===== config.mk =====
export PLATFORM = sky130hd
export DESIGN_NAME = fwcts_way_logic
export DESIGN_NICKNAME = d
export VERILOG_FILES = /design/src/design/four_way_cache_tag_store_macros.svh /design/src/design/fwcts_pkg.sv /design/src/design/fwcts_way_logic.sv
export SDC_FILE = /design/constraint.sdc
export NUM_CORES = 1
export LEC_CHECK = 0
export BUFFER_PORTS_ARGS = -buffer_cell sky130_fd_sc_hd__buf_2
export CAP_MARGIN = 10
export CELL_PAD_IN_SITES_DETAIL_PLACEMENT = 1
export CELL_PAD_IN_SITES_GLOBAL_PLACEMENT = 1
export CORE_AREA = 2 2 98 100
export DETAILED_ROUTE_END_ITERATION = 7
export DIE_AREA = 0 0 100 102
export PLACE_DENSITY = 0.77
export SLEW_MARGIN = 20
export SYNTH_ARGS = -nofsm -noshare
export SYNTH_HDL_FRONTEND = slang
export SYNTH_SLANG_ARGS = --single-unit
export TNS_END_PERCENT = 5

===== constraint.sdc =====
create_clock -name vclk -period 3.17
set_input_delay 0 -clock vclk [all_inputs]
set_output_delay 0 -clock vclk [all_outputs]
set_load 0.005 [all_outputs]

===== src/design/four_way_cache_tag_store_macros.svh =====
// assertion macros for the four-way cache tag store
// clocked on clk_i, disabled while rst_ni is low; the including module supplies both
`ifndef FOUR_WAY_CACHE_TAG_STORE_MACROS_SVH
`define FOUR_WAY_CACHE_TAG_STORE_MACROS_SVH

// property checked at every edge
`define FWCTS_ASSERT(lbl, prop, msg) \
  lbl: assert property (@(posedge clk_i) disable iff (!rst_ni) (prop)) else $error(msg);

// consequent checked in the cycle after the antecedent
`define FWCTS_ASSERT_NEXT(lbl, ante, cons, msg) \
  lbl: assert property (@(posedge clk_i) disable iff (!rst_ni) (ante) |=> (cons)) \
    else $error(msg);

`endif


===== src/design/fwcts_pkg.sv =====
// shared types, constants and helper functions of the cache tag store
// no dependencies
`timescale 1ns / 1ps

package fwcts_pkg;

  localparam int ADDR_W     = 32;
  localparam int WAYS       = 4;
  localparam int WAY_W      = 2;
  localparam int AGE_W      = 2;
  localparam int SEED_W     = 16;
  localparam int CNT_W      = 32;
  localparam int CFG_IDX_W  = 2;
  localparam int CFG_DATA_W = 16;

  localparam logic [AGE_W-1:0]  AGE_MAX    = 2'd3;
  localparam logic [SEED_W-1:0] SEED_RESET = 16'd44257;

  typedef enum logic [CFG_IDX_W-1:0] {
    REG_POLICY = 2'd0,
    REG_SEED   = 2'd1
  } cfg_reg_e;

  typedef enum logic {
    POL_FIFO   = 1'b0,
    POL_RANDOM = 1'b1
  } policy_e;

  typedef enum logic [2:0] {
    ST_CLEAR  = 3'b001,
    ST_IDLE   = 3'b010,
    ST_LOOKUP = 3'b100
  } state_e;

  // outcome of one lookup, from the way logic to the controller
  typedef struct packed {
    logic             hit;
    logic             filled;
    logic [WAY_W-1:0] way;
    logic             rand_adv;
  } lookup_t;

  // fibonacci lfsr, taps x^16 + x^14 + x^13 + x^11 + 1
  function automatic logic [SEED_W-1:0] lfsr_next(input logic [SEED_W-1:0] s);
    logic b;
    b = s[0] ^ s[2] ^ s[3] ^ s[5];
    return {b, s[SEED_W-1:1]};
  endfunction

  // a zero seed would lock the generator
  function automatic logic [SEED_W-1:0] seed_load(input logic [SEED_W-1:0] s);
    return (s == '0) ? {{(SEED_W-1){1'b0}}, 1'b1} : s;
  endfunction

endpackage


===== src/design/fwcts_way_logic.sv =====
// tag compare, victim choice and row update for one set
// depends on fwcts_pkg
`timescale 1ns / 1ps

module fwcts_way_logic #(
  parameter int unsigned TAG_W = 16
) (
  input  logic [fwcts_pkg::WAYS-1:0]                        valid_i,
  input  logic [fwcts_pkg::WAYS-1:0][fwcts_pkg::AGE_W-1:0]  age_i,
  input  logic [fwcts_pkg::WAYS-1:0][TAG_W-1:0]             tag_i,
  input  logic [TAG_W-1:0]                                  lookup_tag_i,
  input  fwcts_pkg::policy_e                                policy_i,
  input  logic [fwcts_pkg::WAY_W-1:0]                       rand_way_i,
  output fwcts_pkg::lookup_t                                res_o,
  output logic [fwcts_pkg::WAYS-1:0]                        valid_o,
  output logic [fwcts_pkg::WAYS-1:0][fwcts_pkg::AGE_W-1:0]  age_o,
  output logic [fwcts_pkg::WAYS-1:0][TAG_W-1:0]             tag_o
);

  import fwcts_pkg::*;

  logic             hit;
  logic [WAY_W-1:0] hit_way;
  logic             full;
  logic [WAY_W-1:0] free_way;
  logic [WAY_W-1:0] old_way;
  logic [AGE_W-1:0] old_age;
  logic [WAY_W-1:0] way;

  // lowest matching way and lowest invalid way
  always_comb begin
    hit      = 1'b0;
    hit_way  = '0;
    full     = 1'b1;
    free_way = '0;
    for (int i = WAYS - 1; i >= 0; i--) begin
      if (valid_i[i] && (tag_i[i] == lookup_tag_i)) begin
        hit     = 1'b1;
        hit_way = WAY_W'(i);
      end
      if (!valid_i[i]) begin
        full     = 1'b0;
        free_way = WAY_W'(i);
      end
    end
  end

  // lowest way with the greatest age, way 0 when all are zero
  always_comb begin
    old_way = '0;
    old_age = '0;
    for (int i = 0; i < WAYS; i++) begin
      if (age_i[i] > old_age) begin
        old_age = age_i[i];
        old_way = WAY_W'(i);
      end
    end
  end

  always_comb begin
    if (hit) begin
      way = hit_way;
    end else if (!full) begin
      way = free_way;
    end else if (policy_i == POL_RANDOM) begin
      way = rand_way_i;
    end else begin
      way = old_way;
    end
  end

  always_comb begin
    valid_o = valid_i;
    age_o   = age_i;
    tag_o   = tag_i;
    if (!hit) begin
      if (full && (policy_i == POL_FIFO)) begin
        for (int i = 0; i < WAYS; i++) begin
          age_o[i] = (age_i[i] == AGE_MAX) ? AGE_MAX : age_i[i] + AGE_W'(1);
        end
      end
      valid_o[way] = 1'b1;
      tag_o[way]   = lookup_tag_i;
      age_o[way]   = '0;
    end
  end

  assign res_o.hit      = hit;
  assign res_o.filled   = !hit && !full;
  assign res_o.way      = way;
  assign res_o.rand_adv = !hit && full && (policy_i == POL_RANDOM);

endmodule


==> results of run 1 <==
[layout make-up]
type	instances	share of cell area, %
multi-input combinational	229	58.7
timing repair buffer	206	36.3
tap	111	3.56
inverter	12	1.47
[routing by layer]
| metal | track usage [%] | part of all wire (%) | vias to the layer above |
|---|---|---|---|
| met1 | 21.2 | 38 | 1315 |
| met5 | 0 | 0 | - |
| met2 | 39.4 | 55 | 126 |
| met4 | 1.69 | 1.2 | 0 |
| li1 | - | - | 1309 |
| met3 | 1.37 | 5.5 | 10 |
[worst paths after layout]
kind | start | end | slack, ns | cells after the start
setup / recovery | age_i[1] | tag_o[43] | -0.20 | 22
hold / removal | tag_i[47] | tag_o[47] | 0.32 | 3
[tightest hold or removal path, delay by kind of cell]
family | cells | cell delay, ns
buf+inv | 2 | 0.18
mux | 1 | 0.14
[repair_timing]
action                                 CTS  global route
setup buffers                            7             5
gates resized for setup                 38            60
cloned                                   0             2
setup endpoints to repair               71            72
endpoints found under the hold margin    0             0
pin swaps                                0             8
[synthesized netlist by cell type, types with 2 or more instances]
| master | number | area [um2] |
|---|---|---|
| a31oi_1 | 5 | 31.3 |
| a211oi_1 | 4 | 30.0 |
| nor2_1 | 17 | 63.8 |
| nand4_1 | 11 | 68.8 |
| mux2_2 | 49 | 552 |
| or4_4 | 2 | 22.5 |
| nor3_1 | 4 | 20.0 |
| mux2_4 | 14 | 210 |
| or2_1 | 2 | 12.5 |
| buf_2 | 7 | 35.0 |
| xnor2_1 | 34 | 298 |
| o22ai_4 | 2 | 40.0 |
| inv_1 | 12 | 45.0 |
| nor4_1 | 8 | 50.1 |
| ha_1 | 8 | 100 |
| a21oi_1 | 3 | 15.0 |
| nand2_1 | 10 | 37.5 |
| o21ai_0 | 4 | 20.0 |
| o22ai_1 | 2 | 12.5 |
| xor2_1 | 30 | 263 |
| buf_6 | 11 | 124 |
| o21ba_2 | 4 | 40.0 |
| nand3_1 | 2 | 10.0 |
| buf_4 | 4 | 30.0 |
| o22a_1 | 2 | 17.5 |
[cell families (layout without fill, tap and decap cells)]
group	after synthesis	count (layout)	share of synthesized area [%]
xor gates and xnor gates	64	64	24.2
and+or+nand+nor	62	62	15.8
buffers and inverters	36	218	11.1
muxes	64	64	33.4
adders and majority gates	8	8	4.33
AOI/OAI and AO/OA	31	31	11.0
[power by group]
| part | internal (mW) | switching, mW |
|---|---|---|
| clock | 0 | 0 |
| sequential | 0 | 0 |
| combinational | 0.393 | 0.302 |
| total | 0.393 | 0.302 |
[cells in the final DEF (no fill, tap or decap), types with 7 or more instances in the layout]
cell / instances
buf_2: 143
mux2_4: 51
xnor2_1: 34
buf_6: 34
xor2_1: 30
buf_4: 21
nor2_1: 16
mux2_2: 13
nand4_1: 11
nand2_1: 10
nor4_1: 8
inv_1: 7
==> reports/qor.txt, run 1 <==
Outcome - finished with violations
Failing checks - setup timing
CP arrival - 3.37 ns
Worst-path cell chain - buf_8, inv_6, ha_4, nor2_4, o22ai_4, nand2_1, o21ai_2, ha_4, inv_2, o22a_1, nor2_1, a21oi_1, ha_1, nand2_1, o21ai_2, o211a_1, o21ai_4, buf_6, nor4b_4, buf_12, mux2_4, buf_6
Final hold slack - 0.318 ns
I/O Buffers - 176
Total Wirelength - 11.2 mm
Detailed Route Iter0 Violations - 43
Via/cell ratio - 4.95
Critical path's slowest cell - nor4b_4
CP endpoint kind - output pin
Syn_area_per_cell - 8.73 um2
RSZ-0062 raised after global routing - true
Period utilization - 106%
Placed Cells incl. Taps - 544
Dpl ws - -0.347 ns
CP bufs+invs - 6
Global-route wire length before repair - 15.1 mm
Req. time, crit path - 3.17 ns
Die Height - 102 um
CP Launch Type - input port
Routed WL per cell - 20.2 um
Nets - 552
Synthesized area - 0.00231 mm2
# rows - 35
Largest delay share family, worst path - compound AO/OA/AOI/OAI gates
Fin cells - 558
Crit-path max cell delay - 0.36 ns
VDD IR max - 63.9 uV
Vias - 2760
Final Core Density - 42.9%
Drt drc - 0
Filler cells - 1114
Die W - 100 um
Antenna violation net count after detailed routing - 0
Register area - 0 um2
Total core area - 0.00911 mm2
Crit Path Class - in2out
YS warnings - 0
Netlist cell types - 39
Count of flip-flops and latches - 0
Final Max Tran Viols - 0
Final hold vios - 0
Slew of the pin with the lowest slew margin - 0.625 ns
Antenna cells - 0
Hpwl dp - 8.35 mm
Initial Util - 25.4%
Class of the worst hold path - in2out
Total power - 0.695 mW
Pwr dens - 178 mW/mm2
Final Critical Period - 3.37 ns
Relative slew slack - 58.0%
Final WS setup - -0.204 ns
Hold_buf cts - 0
Multi-input logic area - 0.00229 mm2
GRT Overall Usage - 18.8%
Vias in the first global route - 2863
Layout cells sized above 1 - 66.4%
Ports - 176
Crit-path max FO - 13
Setup-failing EPs final - 64
Largest net degree at the start of global routing - 19
GP Congestion - 0.805
Cells after Synth - 265
Peak Freq - 296 MHz
DP Area - 0.00331 mm2
Clock Buffer Count - 0
Static Leak - 1.88 nW
Post-synth net total - 368
GRT Residual Overflow - 0
Setup TNS - -7.28 ns
Area delta synth->final - 68.8%
Post-route cell area - 0.00391 mm2
DR pass1 iterations - 4
Max Cap Viol - 0
Die Area - 0.0102 mm2
Initial antenna violation count - 0
Sequential fraction of the synthesis area - 0%
No activity file was read; power rests on OpenSTA's default activity.
==> inputs of run 2 (changes only) <==
--- a/config.mk
+++ b/config.mk
@@ -5,7 +5,7 @@
 export SDC_FILE = /design/constraint.sdc
 export NUM_CORES = 1
 export LEC_CHECK = 0
-export BUFFER_PORTS_ARGS = -buffer_cell sky130_fd_sc_hd__buf_2
+export BUFFER_PORTS_ARGS = -buffer_cell sky130_fd_sc_hd__buf_4
 export CAP_MARGIN = 10
 export CELL_PAD_IN_SITES_DETAIL_PLACEMENT = 1
 export CELL_PAD_IN_SITES_GLOBAL_PLACEMENT = 1
==> run 2 against run 1 <==
The run still ends with setup timing left. Die area stayed put. Hold slack worse by 0.021 ns. Setup slack better by 0.024 ns. Highest routed layer unchanged. Critical path depth is 1 higher. Power is 17% higher. Non-clock buffer count is 3 higher. Global-route usage is 1.3 points higher. Maximum frequency is 0.73% higher. Combinational power is 16% higher. Critical path type unchanged.
==> reports/qor.txt, run 2 (synthesis gave the netlist of run 1 again) <==
Hold_buf cts - 0
Largest net degree at the start of global routing - 19
Detailed Route Iter0 Violations - 60
Antenna violation net count after detailed routing - 0
Crit-path max FO - 5
GRT Residual Overflow - 0
CP endpoint kind - output pin
Layout cells sized above 1 - 68.7%
CP Launch Type - input port
Vias - 2769
Drt drc - 0
Die W - 100 um
DR pass1 iterations - 4
Routed WL per cell - 21.1 um
Global-route wire length before repair - 16.2 mm
Dpl ws - -0.410 ns
Nets - 555
VDD IR max - 69.8 uV
Static Leak - 2.08 nW
Total Wirelength - 11.8 mm
Period utilization - 106%
CP startpoint - age_i[1]
Area delta synth->final - 92.6%
Outcome - finished with violations
Vias in the first global route - 2949
Initial antenna violation count - 0
Commonest non-fill, non-tap cell in the layout - buf_4
Crit Path Class - in2out
Final hold slack - 0.297 ns
GRT Overall Usage - 20.1%
Antenna cells - 0
Relative slew slack - 61.5%
Failing checks - setup timing
Final hold vios - 0
Total core area - 0.00911 mm2
Die Height - 102 um
CP arrival - 3.35 ns
Die Area - 0.0102 mm2
Final WS setup - -0.179 ns
Placed Cells incl. Taps - 542
I/O Buffers - 176
Setup-failing EPs final - 64
Register area - 0 um2
Ports - 176
Req. time, crit path - 3.17 ns
Clock Buffer Count - 0
Final Max Tran Viols - 0
Slew of the pin with the lowest slew margin - 0.573 ns
Launch point of the worst hold path - valid_i[1]
Initial Util - 25.4%
Hpwl dp - 8.60 mm
Count of flip-flops and latches - 0
Pwr dens - 182 mW/mm2
Max Cap Viol - 0
RSZ-0062 raised after global routing - true
GP Congestion - 0.827
Class of the worst hold path - in2out
# rows - 35
Most frequent cells in the layout - 147 x buf_4, 52 x mux2_4, 51 x buf_6, 34 x xnor2_1, 30 x xor2_1
Final Critical Period - 3.35 ns
Peak Freq - 299 MHz
Via/cell ratio - 4.94
Fin cells - 561
-- run 2: timing repair --
| item | in CTS | in global routing |
|---|---|---|
| setup endpoints to repair | 72 | 75 |
| gates resized for setup | 92 | 37 |
| pin swaps | 14 | 15 |
| gates cloned | 1 | 5 |
| buffers inserted | 9 | 4 |
-- run 2: layout make-up --
type	count	area, um2
tap	111	139
inverter	12	55.1
timing repair buffer	209	1910
multi-input combinational	229	2350
fill	1029	4650
-- run 2: path summary, 6_finish.rpt --
path,endpoint,slack [ns],cells past startpoint
setup / recovery,tag_o[15],-0.18,23
hold / removal,valid_o[1],0.30,3
-- run 2: critical path, cell delays in order --
cell       delay (ns)
buf_8            0.10
inv_6            0.05
ha_4             0.21
nor2_4           0.10
o22ai_4          0.09
nand2_2          0.08
o21ai_2          0.07
ha_1             0.31
inv_2            0.05
o22a_4           0.27
nor2_4           0.11
a21oi_4          0.05
ha_4             0.27
nand2_2          0.04
o21ai_2          0.07
a31oi_2          0.12
o21ba_4          0.24
buf_6            0.13
nor4_4           0.21
buf_6            0.17
clkbuf_16        0.16
mux2_4           0.30
buf_6            0.12
-- run 2: metal layers --
layer	part of all wire (%)	GRT usage [%]	up-vias
met2	55	41.8	111
met1	39	22.8	1340
li1	-	-	1310
met3	5.2	2.39	8
met4	1.1	0.843	0
met5	0	0	-
-- run 2: per-stage QoR --
step | util, % | TNS (ns) | instance area (um2) | power, mW
after global routing | 48.9 | -14.65 | 4460 | 0.857
after CTS | 45.9 | -6.27 | 4180 | 0.719
after global placement | 41.0 | -8.52 | 3740 | 0.595
after floorplan | - | 0 | 2320 | 0.300
final | 48.9 | -6.48 | 4460 | 0.809
after detailed placement | 41.0 | -21.10 | 3740 | 0.609
-- run 2: report_power, final --
group / switching, mW / total [mW] / internal [mW]
clock: 0 / 0 / 0
sequential: 0 / 0 / 0
combinational: 0.324 / 0.809 / 0.485
==> inputs of run 3 (changes only) <==
--- a/config.mk
+++ b/config.mk
@@ -12,7 +12,7 @@
 export CORE_AREA = 2 2 98 100
 export DETAILED_ROUTE_END_ITERATION = 7
 export DIE_AREA = 0 0 100 102
-export PLACE_DENSITY = 0.77
+export PLACE_DENSITY_LB_ADDON = 0.1
 export SLEW_MARGIN = 20
 export SYNTH_ARGS = -nofsm -noshare
 export SYNTH_HDL_FRONTEND = slang
==> run 3 against run 2 <==
The run still ends with setup timing left. Die area unchanged. Combinational power increased by 2%. Sequential share of layout area did not move. Power grew 1.7%. Via count up 0.40%. Global-route usage shrank 0.24 points. Hold slack better by 0.0038 ns. Critical path type unchanged. Highest routed layer unchanged.
==> reports/qor.txt, run 3 (synthesis gave the netlist of run 1 again) <==
Outcome - finished with violations
Failing checks - setup timing
Layout cells sized above 1 - 69.3%
Setup TNS - -3.44 ns
CP arrival - 3.27 ns
Final hold slack - 0.301 ns
Antenna cells - 0
Peak Freq - 306 MHz
Crit-path max FO - 6
Total power - 0.823 mW
Global-route wire length before repair - 15.9 mm
Total core area - 0.00911 mm2
Final Max Tran Viols - 0
Die W - 100 um
Initial antenna violation count - 0
Static Leak - 2.11 nW
Total Wirelength - 11.3 mm
I/O Buffers - 176
Area delta synth->final - 94.7%
Routed WL per cell - 19.9 um
Largest net degree at the start of global routing - 17
Pwr dens - 183 mW/mm2
Crit Path Class - in2out
Register area - 0 um2
Req. time, crit path - 3.17 ns
Max Cap Viol - 0
Nets - 564
# rows - 35
Detailed Route Iter0 Violations - 36
Final Critical Period - 3.27 ns
RSZ-0062 raised after global routing - true
Count of flip-flops and latches - 0
Hpwl dp - 8.48 mm
Clock Buffer Count - 0
Vias in the first global route - 2861
VDD IR max - 80.5 uV
Die Height - 102 um
Initial Util - 25.4%
Final WS setup - -0.0978 ns
Die Area - 0.0102 mm2
Hold_buf cts - 0
CP endpoint kind - output pin
GRT Residual Overflow - 0
Antenna violation net count after detailed routing - 0
Setup-failing EPs final - 58
Slew of the pin with the lowest slew margin - 0.569 ns
Period utilization - 103%
Final Core Density - 49.5%
Drt drc - 0
Final hold vios - 0
Via/cell ratio - 4.88
GP Congestion - 0.801
GRT Overall Usage - 19.9%
Commonest non-fill, non-tap cell in the layout - buf_4
Class of the worst hold path - in2out
Dpl ws - -0.348 ns
Vias - 2780
Most frequent cells in the layout - 152 x buf_4, 56 x buf_6, 54 x mux2_4, 34 x xnor2_1, 30 x xor2_1
Relative slew slack - 61.7%
DR pass1 iterations - 4
CP Launch Type - input port
Ports - 176
## run 3: worst paths after layout
kind | cells after the start | endpoint | startpoint | slack, ns
setup / recovery | 22 | tag_o[21] | age_i[1] | -0.1
hold / removal | 3 | valid_o[3] | valid_i[3] | 0.30
## run 3: power breakdown
| part | internal (mW) | switching [mW] | total [mW] |
|---|---|---|---|
| sequential | 0 | 0 | 0 |
| combinational | 0.502 | 0.321 | 0.823 |
| clock | 0 | 0 | 0 |
| total | 0.502 | 0.321 | 0.823 |
## run 3: what timing repair did
action / 4_1_cts / 5_1_grt
gates resized for setup: 54 / 89
setup endpoints to repair: 72 / 74
setup buffers: 17 / 4
pin swaps: 15 / 16
cloned: 2 / 0
## run 3: layout make-up
class	count	area, um2
timing repair buffer	218	1950
fill	1078	4600
inverter	12	57.6
multi-input combinational	229	2350
tap	111	139
## run 3: stage by stage
step                cell area, um2  cells
global placement              3760    548
CTS                           4140    567
global route                  4500    570
floorplan                     2320    265
detailed placement            3760    548
finish                        4500    570
## run 3: per-layer routing
metal | track usage, % | vias to the layer above | wire [um]
li1 | - | 1333 | -
met1 | 25.0 | 1341 | 4650
met2 | 38.7 | 102 | 6040
met3 | 1.98 | 4 | 574
met4 | 0.316 | 0 | 77
met5 | 0 | - | 0
## run 3: worst max-delay path: stages
cell and delay, ns:
buf_8 0.10, inv_6 0.05, ha_4 0.21, nor2_4 0.10
o22ai_4 0.09, nand2_2 0.08, o21ai_2 0.06, ha_1 0.29
inv_2 0.04, o22a_1 0.23, nor2_1 0.15, a21oi_2 0.07
ha_4 0.28, nand2_2 0.04, o21ai_2 0.07, a31oi_2 0.11
o21ba_4 0.26, nor4b_4 0.26, buf_4 0.20, buf_8 0.15
mux2_4 0.32, buf_6 0.12
